`config.mk`:
```
export PLATFORM = sky130hd
export DESIGN_NAME = hex_dump_formatter_unit_flat
export DESIGN_NICKNAME = d
export VERILOG_FILES = /design/src/rtl/hdf_pkg.sv /design/src/rtl/hdf_stream_if.sv /design/src/rtl/hdf_ctrl.sv /design/src/rtl/hdf_datapath.sv /design/src/rtl/hex_dump_formatter_unit.sv /design/src/flat_wrapper.sv
export SDC_FILE = /design/constraint.sdc
export NUM_CORES = 1
export LEC_CHECK = 0
export BUFFER_PORTS_ARGS = -buffer_cell sky130_fd_sc_hd__buf_2
export CAP_MARGIN = 20
export CORE_ASPECT_RATIO = 1.75
export CORE_UTILIZATION = 56
export CTS_CLUSTER_DIAMETER = 80
export DETAILED_ROUTE_END_ITERATION = 10
export PLACE_DENSITY = 0.84
export SLEW_MARGIN = 25
export SYNTH_ARGS = -nofsm -noshare
export SYNTH_HDL_FRONTEND = slang
export SYNTH_SLANG_ARGS = --single-unit
```
`constraint.sdc`:
```
create_clock -name clk_i -period 11.9 [get_ports clk_i]
set_clock_uncertainty 0.05 [all_clocks]
set_input_delay 1.19 -clock clk_i [delete_from_list [all_inputs] [get_ports clk_i]]
set_output_delay 1.19 -clock clk_i [all_outputs]
set_load 0.05 [all_outputs]
```
`src/rtl/hdf_pkg.sv`:
```
`default_nettype none

package hdf_pkg;

  // Default depth of the line store and largest bytes per line.
  localparam int unsigned LINE_MAX_DEF = 16;

  // Configuration port geometry and register indexes.
  localparam int unsigned CFG_IDX_W  = 1;
  localparam int unsigned CFG_DATA_W = 32;
  localparam int unsigned LW_W       = 5;

  localparam logic [CFG_IDX_W-1:0] CFG_BASE_ADDRESS = 1'b0;
  localparam logic [CFG_IDX_W-1:0] CFG_LINE_WIDTH   = 1'b1;

  localparam logic [LW_W-1:0] LW_RESET = 5'd16;

  // Characters used in the dump text.
  localparam logic [7:0] CHAR_SPACE = 8'h20;
  localparam logic [7:0] CHAR_DEL   = 8'h7F;
  localparam logic [7:0] CHAR_DOT   = 8'h2E;
  localparam logic [7:0] CHAR_CR    = 8'h0D;
  localparam logic [7:0] CHAR_LF    = 8'h0A;
  localparam logic [7:0] CHAR_ZERO  = 8'h30;
  localparam logic [7:0] CHAR_ALPHA = 8'h37;  // 'A' minus ten

  // Counter limits of the address digits and of the space runs.
  localparam logic [2:0] ADDR_LAST_DIGIT = 3'd7;
  localparam logic [2:0] SPACE_LAST      = 3'd2;

  typedef enum logic [3:0] {
    ST_IDLE,
    ST_ADDR,
    ST_ADDR_SP,
    ST_HEX_HI,
    ST_HEX_LO,
    ST_HEX_SP,
    ST_HEX_SP4,
    ST_PAD,
    ST_PAD4,
    ST_GAP,
    ST_ASCII,
    ST_CR,
    ST_LF
  } ctrl_state_e;

  typedef enum logic [2:0] {
    CH_SPACE,
    CH_ADDR,
    CH_HEX_HI,
    CH_HEX_LO,
    CH_ASCII,
    CH_CR,
    CH_LF
  } char_sel_e;

  // Commands from the controller to the datapath.
  typedef struct packed {
    logic      take;        // input may be accepted
    logic      push;        // a character is offered this cycle
    char_sel_e sel;         // source of that character
    logic [2:0] nib;        // address digit, most significant first
    logic      final_char;  // last character caused by the current byte
    logic      line_close;  // the line ends with this character
    logic      col_step;    // the line continues at the next column
  } cmd_t;

  // Status from the datapath to the controller.
  typedef struct packed {
    logic in_valid;
    logic adv;          // a character offered now is taken
    logic col_zero;     // the next accepted byte opens a line
    logic line_done;
    logic extra4;       // an extra space follows this column
    logic pad_needed;
    logic gap_needed;
  } status_t;

  // Uppercase hex digit of a nibble.
  function automatic logic [7:0] hex_char(input logic [3:0] v);
    logic [7:0] r;
    if (v < 4'd10) begin
      r = CHAR_ZERO + {4'h0, v};
    end else begin
      r = CHAR_ALPHA + {4'h0, v};
    end
    return r;
  endfunction

endpackage

`default_nettype wire

```
`src/rtl/hdf_stream_if.sv`:
```
`default_nettype none

// Byte stream into the formatter.
interface hdf_in_if;
  logic       valid;
  logic       ready;
  logic [7:0] data_byte;
  logic       last_byte;

  modport source (output valid, output data_byte, output last_byte, input ready);
  modport sink   (input valid, input data_byte, input last_byte, output ready);
endinterface

// Packed text items out of the formatter.
interface hdf_out_if;
  logic       valid;
  logic       ready;
  logic [7:0] char_a;
  logic [7:0] char_b;
  logic [7:0] char_c;
  logic [7:0] char_d;
  logic [2:0] char_count;
  logic       run_end;

  modport source (output valid, output char_a, output char_b, output char_c,
                  output char_d, output char_count, output run_end, input ready);
  modport sink   (input valid, input char_a, input char_b, input char_c,
                  input char_d, input char_count, input run_end, output ready);
endinterface

`default_nettype wire

```
`src/rtl/hdf_ctrl.sv`:
```
`default_nettype none

module hdf_ctrl #(
  parameter int unsigned LINE_MAX = hdf_pkg::LINE_MAX_DEF
) (
  input  wire logic                           clk_i,
  input  wire logic                           rst_ni,
  input  wire hdf_pkg::status_t               st_i,
  input  wire logic [$clog2(LINE_MAX)-1:0]    col_i,
  input  wire logic [$clog2(LINE_MAX+1)-1:0]  width_i,
  output      hdf_pkg::cmd_t                  cmd_o,
  output      logic [$clog2(LINE_MAX)-1:0]    rd_idx_o
);
  import hdf_pkg::*;

  localparam int unsigned CW = $clog2(LINE_MAX);
  localparam int unsigned WW = $clog2(LINE_MAX + 1);

  ctrl_state_e   state_q, state_d;
  logic [2:0]    sub_q, sub_d;
  logic [CW-1:0] idx_q, idx_d;

  // Targets shared by several states.
  ctrl_state_e   tail_state;
  ctrl_state_e   hex_done_state;
  logic [CW-1:0] hex_done_idx;
  logic          pad_last;

  // Hex field ends in padding if the line is short; then the gap space if the width needs one, else the ASCII column.
  always_comb begin
    tail_state = st_i.gap_needed ? ST_GAP : ST_ASCII;
    pad_last   = ((WW'(idx_q) + WW'(1)) == width_i);
    if (st_i.pad_needed) begin
      hex_done_state = ST_PAD;
      hex_done_idx   = col_i + CW'(1);
    end else begin
      hex_done_state = tail_state;
      hex_done_idx   = '0;
    end
  end

  // Next state and sequencing counters.
  always_comb begin
    state_d = state_q;
    sub_d   = sub_q;
    idx_d   = idx_q;
    unique case (state_q)
      ST_IDLE: begin
        if (st_i.in_valid) begin
          sub_d   = '0;
          state_d = st_i.col_zero ? ST_ADDR : ST_HEX_HI;
        end
      end
      ST_ADDR: begin
        if (st_i.adv) begin
          if (sub_q == ADDR_LAST_DIGIT) begin
            sub_d   = '0;
            state_d = ST_ADDR_SP;
          end else begin
            sub_d = sub_q + 3'd1;
          end
        end
      end
      ST_ADDR_SP: begin
        if (st_i.adv) begin
          if (sub_q == SPACE_LAST) begin
            state_d = ST_HEX_HI;
          end else begin
            sub_d = sub_q + 3'd1;
          end
        end
      end
      ST_HEX_HI: begin
        if (st_i.adv) state_d = ST_HEX_LO;
      end
      ST_HEX_LO: begin
        if (st_i.adv) state_d = ST_HEX_SP;
      end
      ST_HEX_SP: begin
        if (st_i.adv) begin
          if (st_i.extra4) begin
            state_d = ST_HEX_SP4;
          end else if (st_i.line_done) begin
            state_d = hex_done_state;
            idx_d   = hex_done_idx;
            sub_d   = '0;
          end else begin
            state_d = ST_IDLE;
          end
        end
      end
      ST_HEX_SP4: begin
        if (st_i.adv) begin
          if (st_i.line_done) begin
            state_d = hex_done_state;
            idx_d   = hex_done_idx;
            sub_d   = '0;
          end else begin
            state_d = ST_IDLE;
          end
        end
      end
      ST_PAD, ST_PAD4: begin
        if (st_i.adv) begin
          if (state_q == ST_PAD && sub_q != SPACE_LAST) begin
            sub_d = sub_q + 3'd1;
          end else if (state_q == ST_PAD && idx_q[1:0] == 2'b11) begin
            state_d = ST_PAD4;
          end else if (pad_last) begin
            state_d = tail_state;
            idx_d   = '0;
          end else begin
            state_d = ST_PAD;
            idx_d   = idx_q + CW'(1);
            sub_d   = '0;
          end
        end
      end
      ST_GAP: begin
        if (st_i.adv) begin
          state_d = ST_ASCII;
          idx_d   = '0;
        end
      end
      ST_ASCII: begin
        if (st_i.adv) begin
          if (idx_q == col_i) begin
            state_d = ST_CR;
          end else begin
            idx_d = idx_q + CW'(1);
          end
        end
      end
      ST_CR: begin
        if (st_i.adv) state_d = ST_LF;
      end
      ST_LF: begin
        if (st_i.adv) state_d = ST_IDLE;
      end
      default: state_d = ST_IDLE;
    endcase
  end

  // Commands for the datapath.
  always_comb begin
    cmd_o            = '0;
    cmd_o.sel        = CH_SPACE;
    cmd_o.nib        = sub_q;
    unique case (state_q)
      ST_IDLE: cmd_o.take = 1'b1;
      ST_ADDR: begin
        cmd_o.push = 1'b1;
        cmd_o.sel  = CH_ADDR;
      end
      ST_ADDR_SP, ST_PAD, ST_PAD4, ST_GAP: cmd_o.push = 1'b1;
      ST_HEX_HI: begin
        cmd_o.push = 1'b1;
        cmd_o.sel  = CH_HEX_HI;
      end
      ST_HEX_LO: begin
        cmd_o.push = 1'b1;
        cmd_o.sel  = CH_HEX_LO;
      end
      ST_HEX_SP: begin
        cmd_o.push       = 1'b1;
        cmd_o.final_char = !st_i.extra4 && !st_i.line_done;
        cmd_o.col_step   = !st_i.extra4 && !st_i.line_done;
      end
      ST_HEX_SP4: begin
        cmd_o.push       = 1'b1;
        cmd_o.final_char = !st_i.line_done;
        cmd_o.col_step   = !st_i.line_done;
      end
      ST_ASCII: begin
        cmd_o.push = 1'b1;
        cmd_o.sel  = CH_ASCII;
      end
      ST_CR: begin
        cmd_o.push = 1'b1;
        cmd_o.sel  = CH_CR;
      end
      ST_LF: begin
        cmd_o.push       = 1'b1;
        cmd_o.sel        = CH_LF;
        cmd_o.final_char = 1'b1;
        cmd_o.line_close = 1'b1;
      end
      default: cmd_o.take = 1'b0;
    endcase
  end

  // The line store is read ahead through its registered read port, at the index of the next cycle.
  assign rd_idx_o = idx_d;

  // State and counter registers.
  always_ff @(posedge clk_i or negedge rst_ni) begin
    if (!rst_ni) begin
      state_q <= ST_IDLE;
      sub_q   <= '0;
      idx_q   <= '0;
    end else begin
      state_q <= state_d;
      sub_q   <= sub_d;
      idx_q   <= idx_d;
    end
  end

endmodule

`default_nettype wire

```
`src/rtl/hdf_datapath.sv`:
```
`default_nettype none

module hdf_datapath #(
  parameter int unsigned LINE_MAX = hdf_pkg::LINE_MAX_DEF
) (
  input  wire logic                                clk_i,
  input  wire logic                                rst_ni,
  input  wire logic                                cfg_we_i,
  input  wire logic [hdf_pkg::CFG_IDX_W-1:0]       cfg_idx_i,
  input  wire logic [hdf_pkg::CFG_DATA_W-1:0]      cfg_data_i,
  hdf_in_if.sink                                   in_i,
  hdf_out_if.source                                out_o,
  input  wire hdf_pkg::cmd_t                       cmd_i,
  input  wire logic [$clog2(LINE_MAX)-1:0]         rd_idx_i,
  output      hdf_pkg::status_t                    st_o,
  output      logic [$clog2(LINE_MAX)-1:0]         col_o,
  output      logic [$clog2(LINE_MAX+1)-1:0]       width_o
);
  import hdf_pkg::*;

  localparam int unsigned CW = $clog2(LINE_MAX);
  localparam int unsigned WW = $clog2(LINE_MAX + 1);

  // Configuration registers.
  logic [31:0]     base_addr_q;
  logic [LW_W-1:0] line_width_q;

  // Line state.
  logic [31:0]   line_addr_q;
  logic [CW-1:0] column_q;
  logic          active_q;
  logic [7:0]    byte_q;
  logic          last_q;
  logic [7:0]    store_q [LINE_MAX];

  // Packing and output registers.
  logic [2:0][7:0] pack_q;
  logic [1:0]      pack_cnt_q;
  logic [3:0][7:0] out_char_q;
  logic [2:0]      out_count_q;
  logic            out_end_q;
  logic            out_valid_q;

  logic          accept;
  logic          adv;
  logic          fire;
  logic          emit;
  logic [CW-1:0] wr_col;
  logic [WW-1:0] width;
  logic [WW-1:0] col_inc;
  logic [5:0]    lw_ext;
  logic [7:0]    ch;
  logic [7:0]    rd_byte_q;
  logic [3:0][7:0] item_chars;

  assign accept = in_i.valid && cmd_i.take;
  assign adv    = !out_valid_q || out_o.ready;
  assign fire   = cmd_i.push && adv;
  assign emit   = fire && (pack_cnt_q == 2'd3 || cmd_i.final_char);
  assign wr_col = active_q ? column_q : '0;

  // Width in effect: zero acts as one, anything above the store depth as the depth.
  always_comb begin
    lw_ext = {1'b0, line_width_q};
    if (line_width_q == '0) begin
      width = WW'(1);
    end else if (lw_ext > 6'(LINE_MAX)) begin
      width = WW'(LINE_MAX);
    end else begin
      width = WW'(line_width_q);
    end
  end

  assign col_inc = WW'(column_q) + WW'(1);

  // Status for the controller.
  always_comb begin
    st_o.in_valid   = in_i.valid;
    st_o.adv        = adv;
    st_o.col_zero   = !active_q || (column_q == '0);
    st_o.line_done  = last_q || (col_inc >= width);
    st_o.extra4     = (col_inc[1:0] == 2'b00);
    st_o.pad_needed = (col_inc < width);
    st_o.gap_needed = (width[1:0] != 2'b00);
  end

  assign col_o      = column_q;
  assign width_o    = width;
  assign in_i.ready = cmd_i.take;

  // Registered read of the line store for the ASCII column.
  always_ff @(posedge clk_i) begin
    rd_byte_q <= store_q[rd_idx_i];
  end

  // Character generator.
  always_comb begin
    unique case (cmd_i.sel)
      CH_ADDR:   ch = hex_char(line_addr_q[{~cmd_i.nib, 2'b00} +: 4]);
      CH_HEX_HI: ch = hex_char(byte_q[7:4]);
      CH_HEX_LO: ch = hex_char(byte_q[3:0]);
      CH_ASCII:  ch = (rd_byte_q >= CHAR_SPACE && rd_byte_q <= CHAR_DEL) ? rd_byte_q : CHAR_DOT;
      CH_CR:     ch = CHAR_CR;
      CH_LF:     ch = CHAR_LF;
      CH_SPACE:  ch = CHAR_SPACE;
      default:   ch = CHAR_SPACE;
    endcase
  end

  // Item assembled from the packed characters and the one offered now.
  always_comb begin
    for (int i = 0; i < 3; i++) begin
      if (2'(i) < pack_cnt_q) begin
        item_chars[i] = pack_q[i];
      end else if (2'(i) == pack_cnt_q) begin
        item_chars[i] = ch;
      end else begin
        item_chars[i] = '0;
      end
    end
    item_chars[3] = (pack_cnt_q == 2'd3) ? ch : '0;
  end

  // Configuration writes.
  always_ff @(posedge clk_i or negedge rst_ni) begin
    if (!rst_ni) begin
      base_addr_q  <= '0;
      line_width_q <= LW_RESET;
    end else if (cfg_we_i) begin
      unique case (cfg_idx_i)
        CFG_BASE_ADDRESS: base_addr_q  <= cfg_data_i;
        CFG_LINE_WIDTH:   line_width_q <= cfg_data_i[LW_W-1:0];
        default:          base_addr_q  <= base_addr_q;
      endcase
    end
  end

  // Line state: opened by the first byte of a dump, advanced by the last character.
  always_ff @(posedge clk_i or negedge rst_ni) begin
    if (!rst_ni) begin
      line_addr_q <= '0;
      column_q    <= '0;
      active_q    <= 1'b0;
    end else if (accept) begin
      if (!active_q) begin
        line_addr_q <= base_addr_q;
        column_q    <= '0;
        active_q    <= 1'b1;
      end
    end else if (fire && cmd_i.line_close) begin
      line_addr_q <= line_addr_q + 32'(width);
      column_q    <= '0;
      if (last_q) active_q <= 1'b0;
    end else if (fire && cmd_i.col_step) begin
      column_q <= col_inc[CW-1:0];
    end
  end

  // Current byte and the line store.
  always_ff @(posedge clk_i) begin
    if (accept) begin
      byte_q          <= in_i.data_byte;
      last_q          <= in_i.last_byte;
      store_q[wr_col] <= in_i.data_byte;
    end
  end

  // Packing of characters, four to an item.
  always_ff @(posedge clk_i or negedge rst_ni) begin
    if (!rst_ni) begin
      pack_cnt_q <= '0;
    end else if (emit) begin
      pack_cnt_q <= '0;
    end else if (fire) begin
      pack_cnt_q <= pack_cnt_q + 2'd1;
    end
  end

  always_ff @(posedge clk_i) begin
    if (fire && !emit) begin
      for (int i = 0; i < 3; i++) begin
        if (2'(i) == pack_cnt_q) pack_q[i] <= ch;
      end
    end
  end

  // Output register: holds an item until its transfer.
  always_ff @(posedge clk_i or negedge rst_ni) begin
    if (!rst_ni) begin
      out_valid_q <= 1'b0;
    end else if (emit) begin
      out_valid_q <= 1'b1;
    end else if (out_o.ready) begin
      out_valid_q <= 1'b0;
    end
  end

  always_ff @(posedge clk_i) begin
    if (emit) begin
      out_char_q  <= item_chars;
      out_count_q <= {1'b0, pack_cnt_q} + 3'd1;
      out_end_q   <= cmd_i.final_char;
    end
  end

  assign out_o.valid      = out_valid_q;
  assign out_o.char_a     = out_char_q[0];
  assign out_o.char_b     = out_char_q[1];
  assign out_o.char_c     = out_char_q[2];
  assign out_o.char_d     = out_char_q[3];
  assign out_o.char_count = out_count_q;
  assign out_o.run_end    = out_end_q;

endmodule

`default_nettype wire

```
`src/rtl/hex_dump_formatter_unit.sv`:
```
`default_nettype none

// Channel   Direction  Payload                                         Transfer
// in_i      sink       data_byte[7:0], last_byte                       valid & ready
// out_o     source     char_a..char_d[7:0], char_count[2:0], run_end   valid & ready
// cfg       write      cfg_idx_i, cfg_data_i[31:0]                     cfg_we_i
//
// A byte is taken in the idle state, then its text leaves one character a cycle
// while the output is not stalled, from the character generator, packed four to an
// item in the output register. A mid-line byte gives two hex digits and a space,
// one more after every fourth column; a line-opening byte adds eight address digits
// and three spaces; a line-closing byte adds three spaces per padded column, one more
// after every fourth, the gap space, one character per stored byte and CR LF.
// Reset clears the controller, line state and output valid; the line store is
// not cleared. A stalled output holds the character generator until a transfer.

module hex_dump_formatter_unit #(
  parameter int unsigned LINE_MAX = hdf_pkg::LINE_MAX_DEF
) (
  input  wire logic                           clk_i,
  input  wire logic                           rst_ni,
  input  wire logic                           cfg_we_i,
  input  wire logic [hdf_pkg::CFG_IDX_W-1:0]  cfg_idx_i,
  input  wire logic [hdf_pkg::CFG_DATA_W-1:0] cfg_data_i,
  hdf_in_if.sink                              in_i,
  hdf_out_if.source                           out_o
);
  import hdf_pkg::*;

  localparam int unsigned CW = $clog2(LINE_MAX);
  localparam int unsigned WW = $clog2(LINE_MAX + 1);

  cmd_t          cmd;
  status_t       st;
  logic [CW-1:0] rd_idx;
  logic [CW-1:0] col;
  logic [WW-1:0] width;

  // Sequencer of the text of one byte.
  hdf_ctrl #(
    .LINE_MAX (LINE_MAX)
  ) u_ctrl (
    .clk_i    (clk_i),
    .rst_ni   (rst_ni),
    .st_i     (st),
    .col_i    (col),
    .width_i  (width),
    .cmd_o    (cmd),
    .rd_idx_o (rd_idx)
  );

  // Line state, character generation and output packing.
  hdf_datapath #(
    .LINE_MAX (LINE_MAX)
  ) u_datapath (
    .clk_i      (clk_i),
    .rst_ni     (rst_ni),
    .cfg_we_i   (cfg_we_i),
    .cfg_idx_i  (cfg_idx_i),
    .cfg_data_i (cfg_data_i),
    .in_i       (in_i),
    .out_o      (out_o),
    .cmd_i      (cmd),
    .rd_idx_i   (rd_idx),
    .st_o       (st),
    .col_o      (col),
    .width_o    (width)
  );

endmodule

`default_nettype wire

```
`src/flat_wrapper.sv`:
```
// flat-port wrapper written by rule: the top's interface ports become plain ports
module hex_dump_formatter_unit_flat import hdf_pkg::*;
#(
  parameter int unsigned LINE_MAX = hdf_pkg::LINE_MAX_DEF
)
  (clk_i, rst_ni, cfg_we_i, cfg_idx_i, cfg_data_i, in_i_valid, in_i_data_byte, in_i_last_byte, in_i_ready, out_o_valid, out_o_char_a, out_o_char_b, out_o_char_c, out_o_char_d, out_o_char_count, out_o_run_end, out_o_ready);
  hdf_in_if in_i_i ();
  hdf_out_if out_o_i ();
  input  wire logic clk_i;
  input  wire logic rst_ni;
  input  wire logic cfg_we_i;
  input  wire logic [hdf_pkg::CFG_IDX_W-1:0] cfg_idx_i;
  input  wire logic [hdf_pkg::CFG_DATA_W-1:0] cfg_data_i;
  input wire logic [$bits(in_i_i.valid)-1:0] in_i_valid;
  input wire logic [$bits(in_i_i.data_byte)-1:0] in_i_data_byte;
  input wire logic [$bits(in_i_i.last_byte)-1:0] in_i_last_byte;
  output wire logic [$bits(in_i_i.ready)-1:0] in_i_ready;
  output wire logic [$bits(out_o_i.valid)-1:0] out_o_valid;
  output wire logic [$bits(out_o_i.char_a)-1:0] out_o_char_a;
  output wire logic [$bits(out_o_i.char_b)-1:0] out_o_char_b;
  output wire logic [$bits(out_o_i.char_c)-1:0] out_o_char_c;
  output wire logic [$bits(out_o_i.char_d)-1:0] out_o_char_d;
  output wire logic [$bits(out_o_i.char_count)-1:0] out_o_char_count;
  output wire logic [$bits(out_o_i.run_end)-1:0] out_o_run_end;
  input wire logic [$bits(out_o_i.ready)-1:0] out_o_ready;
  assign in_i_i.valid = in_i_valid;
  assign in_i_i.data_byte = in_i_data_byte;
  assign in_i_i.last_byte = in_i_last_byte;
  assign in_i_ready = in_i_i.ready;
  assign out_o_valid = out_o_i.valid;
  assign out_o_char_a = out_o_i.char_a;
  assign out_o_char_b = out_o_i.char_b;
  assign out_o_char_c = out_o_i.char_c;
  assign out_o_char_d = out_o_i.char_d;
  assign out_o_char_count = out_o_i.char_count;
  assign out_o_run_end = out_o_i.run_end;
  assign out_o_i.ready = out_o_ready;
  hex_dump_formatter_unit #(.LINE_MAX(LINE_MAX)) u_core (.clk_i(clk_i), .rst_ni(rst_ni), .cfg_we_i(cfg_we_i), .cfg_idx_i(cfg_idx_i), .cfg_data_i(cfg_data_i), .in_i(in_i_i), .out_o(out_o_i));
endmodule
```
==> summary.txt <==
P_int - 0.002483 W
Cts bufs inserted - 26
WL per Instance - 21.84 um
Area Growth Syn to Fin - 11.83%
Reg2reg end - u_core.u_datapath.rd_byte_q[4]
Peak VDD IR - 0.0001468 V
Max cap viols - 0
Final TNS setup - 0 ps
Violated checks - DRC
FF-to-FF path depth - 13
Slew headroom - 27.09%
Async SR Flop Fraction - 30.03%
Share of post-route cells with drive strength above 1 - 16.75%
Die area - 25,250 um^2
Global-route wire length before repair - 53.21 mm
Worst EP arrival - 5180 ps
Hold WC Path Type - in -> async
DRT Pass-1 Iters - 9
Slowest stage delay, CP - 680 ps
Post-synthesis sequential area ratio - 60.10%
1st-iter DRT viols - 969
R2r setup slk - 7100 ps
Ports - 85
CP dominant cell by count - ha_1
Core region area - 24,020 um^2
HPWL after DPL - 23.45 mm
Grt total ovfl - 0
Total GRT Usage - 27.60%
Crit path buf inv count - 1
EDFF count, synth - 197
Vias/cell - 6.444
Startpoint types - flip-flop
Count of final hold-check violations - 0
Port Buffers - 84
Worst Path Max Fanout - 65
Detail Route Antenna Nets - 0
Comb pwr share - 40.5%
Die Y - 209.5 um
P_sw - 0.001729 W
Starting Density - 57.34%
Fmax - 208.2 MHz
Yosys reg bits - 293
Setup Fix Bufs, Post-CTS - 0
Filler cells - 1,822
Post-CTS Resized - 0
Largest net degree at the start of global routing - 76
Slowest-stage cell, CP - buf_4
Via count - 10,066
Root buffer cell - clkbuf_16
Clock buffer depth - 3
Crit-path cells - ha_1 > xor2_1 > ha_1 > nand3_1 > o21ai_0 > o211a_1 > and3_1 > nor4_1 > a211o_2 > buf_4 > mux2i_1 > a221oi_1 > or4_1
Reg-to-reg startpoint - u_core.u_datapath.col_o[0]
Syn_area_per_cell - 11.63 um^2
CTS H-tree lvls - 1
Kind of cell adding the most delay to the critical path - simple AND/OR/NAND/NOR gates
P_leak - 5.987 nW
Fin nets - 1,305
Final GP Congestion - 0.9357
Vias in the first global route - 10,116
Worst Max-Slew Pin Slew - 1090 ps
Netlist cell types - 68
WL final - 34.11 mm
Synth Flop Type - edfxtp_1
Period utilisation layout - 40.36%
Yosys warnings - 0
Diode count - 0
Flop pwr share - 36.8%
Die width - 120.6 um
Switching Fraction - 41.05%
Clk pin slew, worst setup/hold paths - 70 ps
WS Path Type - reg -> reg
Unrepaired setup endpoints after global routing - no
CTS tree - built
CTS Hold Buffers Added - 0
Power per cell area - 273.4 nW/um^2
Fin crit period - 4803 ps
CP endpoint kind - flip-flop
Outcome - finished, violations left
Initial antenna violation count - 0
Synth Cell Area - 13,780 um^2
Core Rows - 75
Clk pwr share - 22.7%
Worst Path Required - 12,280 ps
Final setup viols - 0
# DRC - 1
Clock Latency Late Sink - 550 ps
Final Slew Violations - 0
CTS Sinks - 293
Worst hold slack - 435.9 ps
Mapped Cells - 1,185
==> sequential cells by signal, indices dropped and copies added (netlist names) <==
register	flops
u_core.u_ctrl.sub_q	3
u_core.u_datapath.byte_q	8
u_core.u_datapath.out_o.char_count	3
u_core.u_datapath.last_q	1
u_core.u_datapath.base_addr_q	32
u_core.u_datapath.line_addr_q	32
u_core.u_datapath.store_q	128
u_core.u_ctrl.state_q	4
u_core.u_datapath.active_q	1
u_core.u_datapath.pack_cnt_q	2
u_core.u_datapath.out_o.char_b	8
u_core.u_datapath.pack_q	24
u_core.u_datapath.out_o.run_end	1
u_core.u_datapath.out_o.valid	1
u_core.u_datapath.out_o.char_a	8
u_core.u_datapath.line_width_q	5
u_core.u_datapath.col_o	4
u_core.u_datapath.out_o.char_d	8
u_core.u_datapath.out_o.char_c	8
u_core.u_ctrl.idx_q	4
u_core.u_datapath.rd_byte_q	8
==> kinds of logic after synthesis <==
group / count (synthesis) / synth area share, %
AOI/OAI and AO/OA: 312 / 14.31
xor gates and xnor gates: 18 / 1.144
adders and majority gates: 24 / 2.234
buffers and inverters: 115 / 3.306
DFF: 293 / 60.10
muxes: 85 / 7.275
other: 1 / 0.02722
and+or+nand+nor: 337 / 11.61
==> final cells by class <==
type                    instances  area (um^2)  area share (%)
flip-flops and latches        293         8279           53.74
multi-input cells             780         5096           33.08
clock buffers                  34        725.7           4.711
repair buffers                 95        509.2           3.306
well taps                     308        385.4           2.502
clock inverters                14        266.5           1.730
inverters                      38        142.6          0.9259
==> worst max path at each step <==
stage / start / endpoint / slack, ps / cells after the start
after floorplan: u_core.u_ctrl.state_q[1] / u_core.u_datapath.store_q[3][0] / 7590 / 10
after global placement: out_o_ready / u_core.u_datapath.rd_byte_q[3] / 7330 / 11
after detailed placement: out_o_ready / u_core.u_datapath.rd_byte_q[4] / 7150 / 11
after CTS: u_core.u_datapath.col_o[0] / u_core.u_datapath.rd_byte_q[2] / 7140 / 13
after global routing: u_core.u_datapath.col_o[0] / u_core.u_datapath.rd_byte_q[3] / 6860 / 13
final: u_core.u_datapath.col_o[0] / u_core.u_datapath.rd_byte_q[4] / 7100 / 13
==> cells in the final DEF (no fill, tap or decap), types with 5 or more instances in the layout <==
| cell type | count |
|---|---|
| edfxtp_1 | 197 |
| nor2b_1 | 18 |
| mux2i_1 | 36 |
| a22o_1 | 6 |
| nor2_1 | 62 |
| or4_1 | 8 |
| nand2_1 | 129 |
| o22ai_1 | 17 |
| and2_1 | 11 |
| inv_1 | 37 |
| o21ai_0 | 74 |
| a31oi_1 | 40 |
| a221oi_1 | 32 |
| mux2_2 | 41 |
| mux4_2 | 8 |
| nand4_1 | 9 |
| dfxtp_1 | 8 |
| clkbuf_16 | 26 |
| nand3_1 | 30 |
| and3_1 | 9 |
| dfrtp_1 | 87 |
| ha_1 | 23 |
| buf_2 | 83 |
| a21oi_1 | 83 |
| o22a_1 | 5 |
| buf_4 | 11 |
| bufinv_16 | 7 |
| a22oi_1 | 7 |
| o211ai_1 | 9 |
| or2_2 | 5 |
| xnor2_1 | 15 |
| nand2b_1 | 16 |
| nor3_1 | 20 |
==> cell usage after synthesis, types with 4 or more instances <==
cell / number / area (um^2)
or2_2: 4 / 25.02
nand2_1: 130 / 488.0
nor3_1: 20 / 100.1
mux2_2: 41 / 461.7
buf_1: 8 / 30.03
dfxtp_1: 8 / 160.2
ha_1: 23 / 287.8
nand2b_1: 16 / 100.1
and2_1: 11 / 68.82
and3_1: 9 / 56.30
or4_1: 8 / 60.06
edfxtp_1: 197 / 5916
a221oi_1: 32 / 280.3
xnor2_1: 15 / 131.4
o22a_1: 5 / 43.79
o211ai_1: 9 / 67.56
a21oi_1: 84 / 420.4
a22o_1: 6 / 52.55
nand4_1: 9 / 56.30
o21ai_0: 74 / 370.4
nor2_1: 63 / 236.5
dfrtp_1: 87 / 2177
a31oi_1: 40 / 250.2
nand3_1: 31 / 155.2
buf_2: 7 / 35.03
inv_1: 38 / 142.6
o22ai_1: 18 / 112.6
mux4_2: 8 / 180.2
clkbuf_1: 60 / 225.2
a22oi_1: 7 / 52.55
mux2i_1: 36 / 360.4
nor2b_1: 19 / 118.9
==> stage by stage <==
step / area (um^2) / total power [W] / setup slack [ps] / instances / util, %
after floorplan: 13790 / 0.002784 / 7593 / 1188 / -
after global placement: 14410 / 0.003167 / 7333 / 1514 / 59.98
after detailed placement: 14410 / 0.003223 / 7146 / 1514 / 59.98
after CTS: 15400 / 0.004190 / 7135 / 1562 / 64.11
after global routing: 15400 / 0.004413 / 6855 / 1562 / 64.13
final: 15400 / 0.004212 / 7097 / 1562 / 64.13
==> per-layer routing <==
layer,global-route usage [%],vias up,part of all wire (%)
met3,3.614,148,5.5
li1,-,4547,-
met5,0,-,0
met2,50.77,480,54
met1,28.43,4891,33
met4,19.37,0,7.3
==> power groups by stage <==
stage               sequential, W  clock, W  combinational [W]
floorplan                 0.00165         0            0.00114
global placement          0.00155         0            0.00161
detailed placement        0.00156         0            0.00166
CTS                       0.00154  0.000963            0.00168
global route              0.00157   0.00101            0.00184
finish                    0.00155  0.000954            0.00171
Note: power is estimated with default switching activity, not from simulation.
